==> config.mk <==
export PLATFORM = sky130hd
export DESIGN_NAME = ipru_ctrl
export DESIGN_NICKNAME = d
export VERILOG_FILES = /design/src/design/ipru_pkg.sv /design/src/design/ipru_ctrl.sv
export SDC_FILE = /design/constraint.sdc
export NUM_CORES = 1
export LEC_CHECK = 0
export BUFFER_PORTS_ARGS = -buffer_cell sky130_fd_sc_hd__buf_2
export CAP_MARGIN = 0
export CORE_ASPECT_RATIO = 0.9
export CORE_MARGIN = 2
export CORE_UTILIZATION = 64
export CTS_BUF_LIST = sky130_fd_sc_hd__clkbuf_16
export DETAILED_ROUTE_END_ITERATION = 8
export HOLD_SLACK_MARGIN = 0.15
export PLACE_DENSITY = 0.87
export SYNTH_ARGS = -nofsm -noshare
export SYNTH_HDL_FRONTEND = slang
export SYNTH_SLANG_ARGS = --single-unit
==> constraint.sdc <==
create_clock -name clk -period 9.5 [get_ports clk]
set_clock_uncertainty 0.2 [all_clocks]
set_input_delay 1.9 -clock clk [delete_from_list [all_inputs] [get_ports clk]]
set_output_delay 1.9 -clock clk [all_outputs]
set_load 0.03 [all_outputs]
==> src/design/ipru_pkg.sv <==
`default_nettype none
// ----------------------------------------------------------------------------
// ipru_pkg
// Shared types and codes of the integer pixel replication upscaler.
// ----------------------------------------------------------------------------
package ipru_pkg;

	localparam int PIX_W   = 24;
	localparam int CFG_W   = 13;
	localparam int CFG_IDX_W = 2;

	localparam int SCALE_REG_W  = 7;
	localparam int WIDTH_REG_W  = 11;
	localparam int HEIGHT_REG_W = 13;

	// register indexes of the configuration port
	localparam logic [CFG_IDX_W-1:0] REG_SCALE  = 2'd0;
	localparam logic [CFG_IDX_W-1:0] REG_WIDTH  = 2'd1;
	localparam logic [CFG_IDX_W-1:0] REG_HEIGHT = 2'd2;

	// item operations
	localparam logic OP_LOAD = 1'b0;
	localparam logic OP_EMIT = 1'b1;

	typedef enum logic [1:0] {
		KIND_LOAD  = 2'd0,
		KIND_PIXEL = 2'd1,
		KIND_PAD   = 2'd2,
		KIND_ERR   = 2'd3
	} kind_t;

	typedef enum logic {
		PH_LOAD = 1'b0,
		PH_EMIT = 1'b1
	} phase_t;

	typedef struct packed {
		logic             op;
		logic [PIX_W-1:0] pixel_in;
	} in_item_t;

	typedef struct packed {
		kind_t            kind;
		logic [PIX_W-1:0] pixel_out;
		logic             last_in_line;
		logic             last_in_image;
	} out_item_t;

	// per-item decision of the sequencer
	typedef struct packed {
		kind_t kind;
		logic  line_end;
		logic  image_end;
	} step_t;

endpackage

`default_nettype wire

==> src/design/ipru_ctrl.sv <==
`default_nettype none
// ----------------------------------------------------------------------------
// ipru_ctrl
// Load/emit sequencer: position counters, line store addressing, marks.
// ----------------------------------------------------------------------------
module ipru_ctrl #(
	parameter int MAX_WIDTH = 1024,
	parameter int MAX_SCALE = 100,
	parameter int MAX_ROWS  = 4096,
	localparam int CW = $clog2(MAX_WIDTH + 1),
	localparam int SW = $clog2(MAX_SCALE + 1),
	localparam int RW = $clog2(MAX_ROWS + 1),
	localparam int AW = (MAX_WIDTH > 1) ? $clog2(MAX_WIDTH) : 1
) (
	input  wire logic            clk,
	input  wire logic            arst_n,
	input  wire logic            accept,
	input  wire logic            op,
	input  wire logic [SW-1:0]   scale,
	input  wire logic [CW-1:0]   width,
	input  wire logic [RW-1:0]   height,
	output ipru_pkg::step_t      step,
	output logic                 wr_en,
	output logic      [AW-1:0]   wr_addr,
	output logic                 rd_en,
	output logic      [AW-1:0]   rd_addr
);
	import ipru_pkg::*;

	phase_t        phase_q, phase_d;
	logic [CW-1:0] load_q, load_d;
	logic [CW-1:0] col_q, col_d;
	logic [SW-1:0] rep_q, rep_d;
	logic [1:0]    padc_q, padc_d;
	logic [SW-1:0] lrep_q, lrep_d;
	logic [RW-1:0] row_q, row_d;

	logic [1:0]    pad;
	logic [1:0]    wlo, slo;
	logic [CW-1:0] load_inc, col_inc;
	logic [SW-1:0] rep_inc, lrep_inc;
	logic [RW-1:0] row_inc;
	logic [1:0]    padc_inc;

	// (w * s) mod 4 needs only the low two bits of each factor
	assign wlo = 2'(32'(width));
	assign slo = 2'(32'(scale));
	assign pad = wlo * slo;

	assign load_inc = load_q + CW'(1);
	assign col_inc  = col_q + CW'(1);
	assign rep_inc  = rep_q + SW'(1);
	assign lrep_inc = lrep_q + SW'(1);
	assign row_inc  = row_q + RW'(1);
	assign padc_inc = padc_q + 2'd1;

	assign wr_addr = load_q[AW-1:0];
	assign rd_addr = col_q[AW-1:0];

	always_comb begin
		phase_d = phase_q;
		load_d  = load_q;
		col_d   = col_q;
		rep_d   = rep_q;
		padc_d  = padc_q;
		lrep_d  = lrep_q;
		row_d   = row_q;
		step.kind      = KIND_ERR;
		step.line_end  = 1'b0;
		step.image_end = 1'b0;
		wr_en = 1'b0;
		rd_en = 1'b0;

		if ((op == OP_LOAD) == (phase_q == PH_EMIT)) begin
			step.kind = KIND_ERR;
		end else if (op == OP_LOAD) begin
			step.kind = KIND_LOAD;
			wr_en  = accept && (32'(load_q) < MAX_WIDTH);
			load_d = load_inc;
			if (load_inc >= width) begin
				load_d  = '0;
				col_d   = '0;
				rep_d   = '0;
				padc_d  = '0;
				lrep_d  = '0;
				phase_d = PH_EMIT;
			end
		end else begin
			if (col_q < width) begin
				step.kind = KIND_PIXEL;
				rd_en = accept;
				rep_d = rep_inc;
				if (rep_inc >= scale) begin
					rep_d = '0;
					col_d = col_inc;
					step.line_end = (col_inc >= width) && (pad == 2'd0);
				end
			end else begin
				step.kind = KIND_PAD;
				padc_d = padc_inc;
				step.line_end = (padc_inc >= pad);
			end
			if (step.line_end) begin
				col_d  = '0;
				rep_d  = '0;
				padc_d = '0;
				lrep_d = lrep_inc;
				if (lrep_inc >= scale) begin
					lrep_d  = '0;
					phase_d = PH_LOAD;
					row_d   = row_inc;
					if (row_inc >= height) begin
						row_d = '0;
						step.image_end = 1'b1;
					end
				end
			end
		end
	end

	always_ff @(posedge clk or negedge arst_n) begin
		if (!arst_n) begin
			phase_q <= PH_LOAD;
			load_q  <= '0;
			col_q   <= '0;
			rep_q   <= '0;
			padc_q  <= '0;
			lrep_q  <= '0;
			row_q   <= '0;
		end else if (accept) begin
			phase_q <= phase_d;
			load_q  <= load_d;
			col_q   <= col_d;
			rep_q   <= rep_d;
			padc_q  <= padc_d;
			lrep_q  <= lrep_d;
			row_q   <= row_d;
		end
	end

endmodule

`default_nettype wire

==> reports/metrics.cfg <==
[placement]
portBuffers=60
preCtsSetupSlack_ns=3.43
gp_routability_congestion=0.953
dpl.hpwl_um=8240

[logic_synthesis]
avgSynthCellArea_um2=8.48
syn-num-nets=662
synth-edff-count=0
synth_top_area_share_pct=27.4
ys.warnings.count=0
synthArstFlopShare_pct=100
yosys-top-cells-area=dfrtp_1 27%, ha_1 18%, xnor2_1 4.8%
yosysSeqAreaShare_pct=27.4
synth.cell_area_um2=4750
netlist_instances=560
synth-main-ff-cell=dfrtp_1
ys_types=55
synth_top_area_cell=dfrtp_1
ys_ff_latch=52

[critical_path]
critPathMaxFanout=5
crit_arrival_ns=3.98
worst_setup_path_start_kind=input port
worstSetupEndpointType=output port
critPathKind=in -> out
required_ns=7.40

[sta]
setup_ws_ns=3.42
worst_pin_slew_ns=0.700
max_freq_mhz=165
rsz0062_at_grt=false
period_needed_ns=6.08
hold_viol=0
relSlewSlack_pct=53.3
slew_violations=0
setup_viol=0
tns_ns=0
finalCritPeriodShare_pct=64.0

[final_layout]
syn2layout_area_growth_pct=8.22
final_cell_mix=67 x ha_1, 60 x buf_2, 59 x nand2_1, 52 x dfrtp_1, 50 x inv_1
layout_commonest_cell=ha_1
num_antenna_cells=0
drive_gt1_share_pct=14.5
fin_util_pct=72.2
nNetsFinal=696

[detailed_routing]
drc=0
firstDrtPassIters=4
wl_per_cell_um=16.1
final_antenna_net_count=0
drtIter0Drc=200
routed_via_density=6.06
vias=4171
drt_wl_total_um=11100

[grt]
top_usage_layer=met2
met1_usage_pct=36.1
grt_pass1_vias=4038
grt_max_degree=53
grt.total_usage_pct=28.8
gr-total-overflow=0
use_met2_pct=49.5
use_met3_pct=4.31
antenna_found_initial=0
grt_pass1_wl_um=18600

[floorplan]
io_pins=61
die_x_um=94.8
coreArea_um2=7110
rows=29
die-area_um2=8120
start_util_pct=66.7
die_h_um=85.7

[clocking]
root_buffer=clkbuf_16
hold_buffers=0
clock-sinks=52
cts_resized=0
clock_latency_ns=0.30
cts_setup_buffers=0
path_clk_slew_ns=0.07
htreeDepth=2
cts_tree=done
clockBufferDepth=2
cts_made_buffers=5

[flow_run]
drv_cap=0

[pwr]
ir_drop_uv=90.7
total_power_uw=877
power.density_nw_per_um2=171
p_leak_uw=0.00265

[run_status]
status=completed

[min_path]
worstHoldPathType=reg -> reg

==> metal layers <==
metal  share of wire (%)  up-vias
met5                   0        -
met1                  43     1982
li1                    -     2008
met3                 5.2       33
met2                  49      148
met4                 3.4        0
==> final timing paths <==
path / depth (start not counted) / slack [ns] / start / end
setup / recovery: 11 / 3.42 / width[2] / step[0]
min in group asynchronous: 2 / 1.52 / arst_n / col_q[3]
max in group asynchronous: 2 / 7.11 / arst_n / row_q[1]
hold / removal: 2 / 0.32 / rep_q[6] / rep_q[6]
hold reg to reg: 2 / 0.32 / rep_q[6] / rep_q[6]
setup reg to reg: 13 / 5.64 / col_q[2] / row_q[8]
==> cell families after synthesis <==
kind of cell / synth area share [%]
multiplexers: 3.53
buffers and inverters: 8.67
AND/OR/NAND/NOR: 19.9
adder cells (fa/ha/maj): 17.7
XOR/XNOR: 7.56
flip-flops: 27.4
AO/OA/AOI/OAI: 15.3
==> sequential cells by signal (all words and copies together) (netlist names) <==
signal and count:
row_q 13, col_q 11, load_q 11, lrep_q 7
rep_q 7, padc_q 2, phase_q 1
==> report_power, final <==
part	leakage (uW)	switching, uW	internal, uW
Combinational	0.00189	219	141
Clock	0.0000798	85.5	124
Sequential	0.000681	51.1	256
Total	0.00265	356	521
==> worst max-delay path: stages <==
cell and delay (ns):
buf_2 0.10, inv_1 0.11, ha_1 0.27, a21oi_2 0.14, a21oi_2 0.09, nor4_4 0.25, o21ai_2 0.13, o41a_1 0.45
nor2_1 0.14, and3_1 0.20, buf_2 0.21
==> synthesized netlist by cell type, types with 6 or more instances <==
cell and number:
mux2i_1 10, inv_1 50, a21oi_1 25, o31ai_1 8, o21ai_0 35, mux2_2 6, xor2_1 15, ha_1 67
nor2_1 20, nand2_1 59, nand3_1 40, xnor2_1 26, buf_4 20, a21o_1 7, nand2b_1 22, clkbuf_1 13
and3_1 15, dfrtp_1 52
==> area by class of cell <==
class                           count  area [um^2]
Timing Repair Buffer               64          330
Multi-Input combinational cell    421         3030
Inverter                           50          188
Tap cell                           93          116
Clock buffer                        5          125
Clock inverter                      3         42.5
Sequential cell                    52         1300
Fill cell                         551         1970
==> stage by stage <==
stage	cells	instance area, um^2	hold slack [ns]
floorplan	560	4750	0.270
global placement	680	4970	0.288
detailed placement	680	4970	0.301
CTS	688	5140	0.320
global route	688	5140	0.362
finish	688	5140	0.316
(Power assumes the default switching activity.)
